File: src/rtl/lru_pkg.sv
// Package: shared types and constants of the LRU page replacement core.
`default_nettype none

package lru_pkg;

  // Default sizes handed to the top level
  localparam int MaxFramesDef = 16;
  localparam int PageBitsDef  = 16;

  // Fixed field widths
  localparam int CFG_W   = 5;
  localparam int SLOT_W  = 4;
  localparam int STAMP_W = 32;
  localparam int TOTAL_W = 32;

  // Reset value of the frame count register
  localparam logic [CFG_W-1:0] CfgReset = 5'd16;

  // All ones: saturation point of stamps and totals
  localparam logic [STAMP_W-1:0] StampMax = '1;
  localparam logic [TOTAL_W-1:0] TotalMax = '1;

  // Sequencer states
  typedef enum logic [1:0] {
    ST_IDLE,
    ST_SCAN,
    ST_WRITE
  } lru_state_e;

endpackage : lru_pkg

`default_nettype wire

File: src/rtl/lru_page_replacement_core.sv
// Top level: LRU page replacement core with a frame memory and a scan sequencer.
//
//  channel | direction | handshake             | payload
//  --------+-----------+-----------------------+----------------------------------------
//  in      | input     | in_valid_i/in_stall_o | page_i, end_of_string_i
//  out     | output    | out_valid_o/out_stall_i | hit_o, slot_o, evicted_valid_o,
//          |           |                       | evicted_page_o, hit_total_o,
//          |           |                       | fault_total_o, order_lost_o
//  cfg     | input     | cfg_valid_i/cfg_ready_o | cfg_data_i (frames_in_use)
//
// After a request is accepted, the scan reads the N frames in use, N being the frame count in
// use, one frame a cycle through the single port of the frame memory; then the chosen frame
// is written back.
// Reset clears valid bits, use clock, totals and the sequencer; the memory is not cleared.
// A result waiting on out_stall_i does not block the next request; the write-back of that
// next request waits until the output register is free.
`default_nettype none

module lru_page_replacement_core
  import lru_pkg::*;
#(
  parameter int MAX_FRAMES = MaxFramesDef,
  parameter int PAGE_BITS  = PageBitsDef
) (
  input  wire logic                 clk_i,
  input  wire logic                 rst_ni,
  // Reference requests
  input  wire logic                 in_valid_i,
  output logic                      in_stall_o,
  input  wire logic [PAGE_BITS-1:0] page_i,
  input  wire logic                 end_of_string_i,
  // Results
  output logic                      out_valid_o,
  input  wire logic                 out_stall_i,
  output logic                      hit_o,
  output logic [SLOT_W-1:0]         slot_o,
  output logic                      evicted_valid_o,
  output logic [PAGE_BITS-1:0]      evicted_page_o,
  output logic [TOTAL_W-1:0]        hit_total_o,
  output logic [TOTAL_W-1:0]        fault_total_o,
  output logic                      order_lost_o,
  // Configuration
  input  wire logic                 cfg_valid_i,
  output logic                      cfg_ready_o,
  input  wire logic [CFG_W-1:0]     cfg_data_i
);

  localparam int IDX_W   = (MAX_FRAMES > 1) ? $clog2(MAX_FRAMES) : 1;
  localparam int CNT_W   = $clog2(MAX_FRAMES + 1);
  localparam int ENTRY_W = PAGE_BITS + STAMP_W;

  // Frame memory: {page, stamp}
  logic [ENTRY_W-1:0] mem_q [MAX_FRAMES];
  logic [ENTRY_W-1:0] rd_data_q;

  // Control state
  lru_state_e           state_q, state_d;
  logic [CFG_W-1:0]     cfg_q;
  logic [MAX_FRAMES-1:0] valid_q;
  logic [STAMP_W-1:0]   clock_q;
  logic [TOTAL_W-1:0]   hits_q, faults_q;
  logic [CNT_W-1:0]     rd_idx_q;
  logic                 chk_v_q;
  logic                 out_valid_q;

  // Request and scan payload
  logic [PAGE_BITS-1:0] tag_q;
  logic                 last_q;
  logic [CNT_W-1:0]     count_q;
  logic [IDX_W-1:0]     chk_idx_q;
  logic                 found_q, empty_q, have_min_q;
  logic [IDX_W-1:0]     match_idx_q, empty_idx_q, min_idx_q;
  logic [STAMP_W-1:0]   min_stamp_q;
  logic [PAGE_BITS-1:0] min_page_q;

  // Result register
  logic                 hit_q, evict_q, lost_q;
  logic [SLOT_W-1:0]    slot_q;
  logic [PAGE_BITS-1:0] evict_page_q;
  logic [TOTAL_W-1:0]   hit_tot_q, fault_tot_q;

  // Combinational control
  logic                 in_acc, rd_en, scan_done, wb_go;
  logic [CNT_W-1:0]     count_clamped;
  logic [IDX_W-1:0]     pos;
  logic [STAMP_W-1:0]   clock_next;
  logic [TOTAL_W-1:0]   hits_next, faults_next;
  logic [PAGE_BITS-1:0] rd_page;
  logic [STAMP_W-1:0]   rd_stamp;
  logic                 rd_frame_valid;

  assign in_acc      = in_valid_i && !in_stall_o;
  assign cfg_ready_o = 1'b1;

  // Clamp the configured frame count to 1 .. MAX_FRAMES
  always_comb begin
    priority if (cfg_q == '0) begin
      count_clamped = CNT_W'(1);
    end else if (int'(cfg_q) > MAX_FRAMES) begin
      count_clamped = CNT_W'(MAX_FRAMES);
    end else begin
      count_clamped = CNT_W'(cfg_q);
    end
  end

  // Split the read word
  assign rd_page        = rd_data_q[ENTRY_W-1:STAMP_W];
  assign rd_stamp       = rd_data_q[STAMP_W-1:0];
  assign rd_frame_valid = valid_q[chk_idx_q];

  // Pick the frame to update and the new counts
  always_comb begin
    priority if (found_q) begin
      pos = match_idx_q;
    end else if (empty_q) begin
      pos = empty_idx_q;
    end else begin
      pos = min_idx_q;
    end
    clock_next  = (clock_q == StampMax) ? clock_q : clock_q + 1'b1;
    hits_next   = (found_q && hits_q != TotalMax) ? hits_q + 1'b1 : hits_q;
    faults_next = (!found_q && faults_q != TotalMax) ? faults_q + 1'b1 : faults_q;
  end

  // Next state
  always_comb begin
    state_d = state_q;
    unique case (state_q)
      ST_IDLE:  if (in_valid_i) state_d = ST_SCAN;
      ST_SCAN:  if (scan_done) state_d = ST_WRITE;
      ST_WRITE: if (wb_go) state_d = ST_IDLE;
      default:  state_d = ST_IDLE;
    endcase
  end

  // Sequencer outputs
  always_comb begin
    in_stall_o = 1'b1;
    rd_en      = 1'b0;
    scan_done  = 1'b0;
    wb_go      = 1'b0;
    unique case (state_q)
      ST_IDLE:  in_stall_o = 1'b0;
      ST_SCAN: begin
        rd_en     = (rd_idx_q < count_q);
        scan_done = (rd_idx_q == count_q) && !chk_v_q;
      end
      ST_WRITE: wb_go = !out_valid_q || !out_stall_i;
      default:  in_stall_o = 1'b1;
    endcase
  end

  // Frame memory: one read or one write a cycle
  always_ff @(posedge clk_i) begin
    if (rd_en) begin
      rd_data_q <= mem_q[rd_idx_q[IDX_W-1:0]];
    end
    if (wb_go) begin
      mem_q[pos] <= {tag_q, clock_next};
    end
  end

  // Control registers
  always_ff @(posedge clk_i or negedge rst_ni) begin
    if (!rst_ni) begin
      state_q     <= ST_IDLE;
      cfg_q       <= CfgReset;
      valid_q     <= '0;
      clock_q     <= '0;
      hits_q      <= '0;
      faults_q    <= '0;
      rd_idx_q    <= '0;
      chk_v_q     <= 1'b0;
      out_valid_q <= 1'b0;
    end else begin
      state_q <= state_d;
      if (cfg_valid_i) begin
        cfg_q <= cfg_data_i;
      end
      // Advance the read pointer and the check stage
      if (in_acc) begin
        rd_idx_q <= '0;
      end else if (rd_en) begin
        rd_idx_q <= rd_idx_q + 1'b1;
      end
      chk_v_q <= rd_en;
      // Raise the result on write-back, drop it once taken
      if (wb_go) begin
        out_valid_q <= 1'b1;
      end else if (out_valid_q && !out_stall_i) begin
        out_valid_q <= 1'b0;
      end
      // Write back the frame and counts, or clear them at end of string
      if (wb_go) begin
        if (last_q) begin
          valid_q  <= '0;
          clock_q  <= '0;
          hits_q   <= '0;
          faults_q <= '0;
        end else begin
          valid_q[pos] <= 1'b1;
          clock_q      <= clock_next;
          hits_q       <= hits_next;
          faults_q     <= faults_next;
        end
      end
    end
  end

  // Request capture and scan accumulators
  always_ff @(posedge clk_i) begin
    if (in_acc) begin
      tag_q      <= page_i;
      last_q     <= end_of_string_i;
      count_q    <= count_clamped;
      found_q    <= 1'b0;
      empty_q    <= 1'b0;
      have_min_q <= 1'b0;
    end
    if (rd_en) begin
      chk_idx_q <= rd_idx_q[IDX_W-1:0];
    end
    if (chk_v_q) begin
      // Hold the first matching valid frame
      if (rd_frame_valid && rd_page == tag_q && !found_q) begin
        found_q     <= 1'b1;
        match_idx_q <= chk_idx_q;
      end
      // Hold the first empty frame
      if (!rd_frame_valid && !empty_q) begin
        empty_q     <= 1'b1;
        empty_idx_q <= chk_idx_q;
      end
      // Track the oldest stamp, lowest index on ties
      if (rd_frame_valid && (!have_min_q || rd_stamp < min_stamp_q)) begin
        have_min_q  <= 1'b1;
        min_stamp_q <= rd_stamp;
        min_idx_q   <= chk_idx_q;
        min_page_q  <= rd_page;
      end
    end
  end

  // Result register
  always_ff @(posedge clk_i) begin
    if (wb_go) begin
      hit_q        <= found_q;
      slot_q       <= SLOT_W'(pos);
      evict_q      <= !found_q && !empty_q;
      evict_page_q <= (!found_q && !empty_q) ? min_page_q : '0;
      hit_tot_q    <= hits_next;
      fault_tot_q  <= faults_next;
      lost_q       <= (clock_next == StampMax);
    end
  end

  assign out_valid_o     = out_valid_q;
  assign hit_o           = hit_q;
  assign slot_o          = slot_q;
  assign evicted_valid_o = evict_q;
  assign evicted_page_o  = evict_page_q;
  assign hit_total_o     = hit_tot_q;
  assign fault_total_o   = fault_tot_q;
  assign order_lost_o    = lost_q;

  // A request starts a scan, so the input stalls right after acceptance
  assert property (@(posedge clk_i) disable iff (!rst_ni)
    in_acc |=> in_stall_o)
    else $error("input not stalled after acceptance");

  // A hit result carries a nonzero hit total, a fault a nonzero fault total
  assert property (@(posedge clk_i) disable iff (!rst_ni)
    out_valid_o |-> (hit_o ? (hit_total_o != '0) : (fault_total_o != '0)))
    else $error("result total does not count this request");

  // Eviction only on a fault
  assert property (@(posedge clk_i) disable iff (!rst_ni)
    (out_valid_o && evicted_valid_o) |-> !hit_o)
    else $error("eviction reported on a hit");

  // The scan pointer never passes the frame count
  assert property (@(posedge clk_i) disable iff (!rst_ni)
    (state_q == ST_SCAN) |-> (rd_idx_q <= count_q))
    else $error("scan pointer beyond frame count");

  // Write-back happens only when the output register can take the result
  assert property (@(posedge clk_i) disable iff (!rst_ni)
    (out_valid_o && out_stall_i) |-> !wb_go)
    else $error("write-back overran a waiting result");

endmodule : lru_page_replacement_core

`default_nettype wire

File: config.mk
export PLATFORM = sky130hd
export DESIGN_NAME = lru_page_replacement_core
export DESIGN_NICKNAME = d
export VERILOG_FILES = /design/src/rtl/lru_pkg.sv /design/src/rtl/lru_page_replacement_core.sv
export SDC_FILE = /design/constraint.sdc
export NUM_CORES = 1
export LEC_CHECK = 0
export ABC_AREA = 1
export BUFFER_PORTS_ARGS = -buffer_cell sky130_fd_sc_hd__buf_2
export CAP_MARGIN = 30
export CELL_PAD_IN_SITES_DETAIL_PLACEMENT = 0
export CELL_PAD_IN_SITES_GLOBAL_PLACEMENT = 2
export CORE_ASPECT_RATIO = 0.5
export CORE_MARGIN = 2
export CORE_UTILIZATION = 45
export CTS_BUF_LIST = sky130_fd_sc_hd__clkbuf_4
export CTS_CLUSTER_DIAMETER = 100
export DETAILED_ROUTE_END_ITERATION = 10
export GPL_TIMING_DRIVEN = 0
export PLACE_DENSITY = 0.9
export SKIP_LAST_GASP = 1
export SYNTH_ARGS = -nofsm -noshare
export SYNTH_HDL_FRONTEND = slang
export SYNTH_SLANG_ARGS = --single-unit
export TNS_END_PERCENT = 5
File: constraint.sdc
create_clock -name clk_i -period 12.04 [get_ports clk_i]
set_input_delay 0.602 -clock clk_i [delete_from_list [all_inputs] [get_ports clk_i]]
set_output_delay 0.602 -clock clk_i [all_outputs]
set_load 0.01 [all_outputs]
==> results.txt <==
Signal arrival time at the worst endpoint: 5.27 ns
Share of total power in the clock network: 26.8%
Clock tree from TritonCTS: done
Number of library cell types mapped by synthesis: 54
Die outline area: 105600 µm²
Summed instance area of the synthesized netlist: 46300 µm²
Combinational family with the most area after synthesis: simple AND/OR/NAND/NOR gates
Number of port buffers: 114
Global-route total usage across every layer: 24.63%
Crit path buffers/inverters: 7
Arithmetic-cell share of the synthesized area counting full adders, half adders and majority gates: 1.135%
Worst VDD drop: 0.1682 mV
Total power: 11.56 mW
Count of max-cap constraint violations: 0
Setup TNS: 0 ns
Buffers from clock root to sink, at most: 4
Chip Width: 457.6 µm
Wire length of the first global-routing pass: 192.9 mm
Power per cell area: 216.8 nW/µm²
Cell at the slowest stage of the critical path: buf_1
#FFs+latches synth: 1118
Startpoint-to-endpoint class of the critical path: flip-flop to flip-flop
Crit-path leading delay family: buffers and inverters
Worst setup SP type: flip-flop
Clock root cell: clkbuf_4
Multiplexer share of the synthesized area: 1.716%
Most used flip-flop cell after synthesis: edfxtp_1
Number of endpoints with negative hold slack in the final report: 0
Ys async rst share: 11.27%
Source-to-sink clock delay at the later pin of the worst-skew pair: 1.19 ns
Global placement routability congestion: 0.8813
Switching power total: 4.250 mW
H-tree levels: 5
Total number of clock tree sinks: 1118
Initial Util: 45.27%
Xor and xnor fraction of the mapped netlist area: 1.511%
Critical Path End Type: flip-flop
Fin. max-slew vios: 0
Worst hold slack after final layout: 0.1361 ns
Final count of negative-setup-slack endpoints: 0
Number of warning messages in the yosys log: 0
Wire length reported by the detailed router: 130.1 mm
Clock buffers created by TritonCTS: 279
Post-synthesis sequential area ratio: 71.08%
Biggest cell delay along the critical path: 0.76 ns
Critical path, cell by cell: buf_2, buf_2, clkinv_1, buf_2, buf_1, ha_1, inv_1, nand2_1, nand2_1, inv_4, nand4_1, a21oi_1, o21a_1
Hold Path Class: primary input to flip-flop
Actual transition at the worst max-transition pin: 1.048 ns
Antenna Violating Nets Remaining: 0
Post-route fraction of the period consumed by the critical path: 34.78%
Cells after synthesis: 3766
Required time reported for the critical path endpoint: 13.12 ns
Vias per inst: 5.552
Detailed-router iteration count before antenna repair: 6
Mean instance size in the synthesized netlist: 12.30 µm²
Crit Path Max Fanout: 55
Total congestion overflow after global routing: 0
Die Ht: 230.8 µm
CTS Hold Bufs: 34
Time the final worst path needs with I/O delays and setup: 4.188 ns
Share of power burned in registers: 43.1%
Share of the core filled with cells in the final layout: 52.11%
Leakage component of the power: 19.71 nW
HPWL Detailed: 87.89 mm
Number of gates given a new drive strength after cts: 0
Worst slew slack as a fraction of its limit: 30.00%
Internal power component: 7.307 mW
Fraction of power consumed by combinational cells: 30.1%
Most frequent cells in the layout: 989 x edfxtp_1, 626 x nor2_1, 530 x nand2_1
Placement Rows: 83
Count of unresolved DRC violations after routing: 0
Synth Area in Compound Gates: 8.293%
Nets in the synthesized netlist: 3835
Switching Share: 36.77%
Most common cell after layout, fill and taps aside: edfxtp_1
RSZ-0062 raised after global routing: false
Starting DRT DRC Count: 3533
Vias after detailed routing: 32120
Synth-to-layout area growth: 15.13%
Ratio of cells with drive above 1 in the final layout: 15.66%
Number of nets at the end of the flow: 4303
I/O pins: 117
WL/cell: 22.48 µm
Clock transition at path regs: 0.08 ns
Max Fclk: 238.8 MHz
Status: completed
Antenna violations before repair: 4
Number of synthesized flops with an enable pin: 989
Fillers: 8828
Fraction of the mapped netlist area in simple logic gates: 12.55%
Most repeated library cell on the critical path: buf_2
Core region area: 102300 µm²
Pin count of the biggest net entering global routing: 84
Via count of the first global-routing pass: 31340
Clock Skew: 0.1058 ns
Count of buffers added by post-CTS timing repair for setup: 0
-- metrics by stage --
step           area [µm²]  cells  setup WS, ns
2_1_floorplan       46300   3766         8.015
3_3_place_gp        48580   5240         5.314
3_5_place_dp        49570   5278         7.983
4_1_cts             53300   5783         8.005
5_1_grt             53310   5785         7.696
6_report            53310   5785         7.852
-- cell families after synthesis --
kind of cell,after synthesis
and+or+nand+nor,1421
DFF,1118
AOI/OAI and AO/OA,589
buffers and inverters,437
xor gates and xnor gates,79
muxes,79
adders and majority gates,42
other,1
-- registers in the layout, indices dropped and copies added, names as in the netlist, 5 cells and up --
name / cells
clock_q: 32
tag_q: 16
min_page_q: 16
hit_total_o: 32
faults_q: 32
fault_total_o: 32
rd_idx_q: 5
min_stamp_q: 32
hits_q: 32
evicted_page_o: 16
mem_q: 768
rd_data_q: 48
valid_q: 16
cfg_q: 5
count_q: 5
-- routing by layer --
metal  vias up  GRT usage (%)  wire, µm
li1      14590              -         -
met1     15720          34.30     54990
met2      1595          37.44     58410
met3       213          6.337     13410
met4         2          9.023      3234
met5         -              0         7
-- cell usage after synthesis (all sizes together), types with 2 or more instances --
library cell  count  share of area [%]
o21a             10               0.16
and2              3              0.043
clkinv            3              0.024
nand3           132                1.4
o21bai            2              0.032
o31ai             2              0.032
o211ai           31               0.50
nand2           541                4.5
a22o              6               0.11
clkbuf          137                1.1
o21ai           281                3.0
dfxtp             3               0.13
o221ai           76                1.4
edfxtp          989                 64
or2              12               0.16
dfrtp           125                6.8
nor4              3              0.041
mux2i            76                1.6
buf              49               0.55
ha               42                1.1
o22ai            18               0.24
nand3b            2              0.032
inv             248                2.0
and3              3              0.041
a2111oi           2              0.038
a21oi            43               0.46
mux2              3              0.073
nor3b             3              0.049
xor2             72                1.4
xnor2             7               0.13
nand4            23               0.31
nor3             44               0.52
o32ai           116                2.2
nor2            654                5.4
-- layout make-up --
| type | count | area [µm²] | share of cell area (%) |
|---|---|---|---|
| flip-flops and latches | 1118 | 32910 | 61.74 |
| clock buffers | 424 | 3183 | 5.971 |
| multi-input cells | 2211 | 11800 | 22.14 |
| diodes | 1 | 2.502 | 0.004694 |
| repair buffers | 187 | 1799 | 3.375 |
| clock inverters | 47 | 183.9 | 0.3450 |
| plain buffers | 186 | 775.7 | 1.455 |
| inverters | 251 | 944.7 | 1.772 |
| well taps | 1360 | 1702 | 3.192 |
-- path summary, 6_finish.rpt --
path / from / to / slack [ns] / cells past startpoint
worst max register to register: rd_idx_q[0] / rd_idx_q[3] / 7.85 / 13
worst min register to register: rd_data_q[16] / min_stamp_q[16] / 0.41 / 0
min in group asynchronous: rst_ni / rd_idx_q[4] / 0.57 / 4
worst max-delay path: rd_idx_q[0] / rd_idx_q[3] / 7.85 / 13
max in group asynchronous: rst_ni / clock_q[9] / 10.92 / 4
worst min-delay path: page_i[7] / tag_q[7] / 0.14 / 2
-- power groups by stage --
stage | registers (mW) | logic (mW) | clock network, mW
6_report | 4.99 | 3.48 | 3.10
5_1_grt | 5.02 | 3.77 | 3.35
4_1_cts | 4.98 | 3.43 | 3.15
3_5_place_dp | 5.06 | 3.40 | 0
3_3_place_gp | 5.07 | 3.27 | 0
2_1_floorplan | 4.98 | 2.03 | 0
No activity file was read; power rests on OpenSTA's default activity.
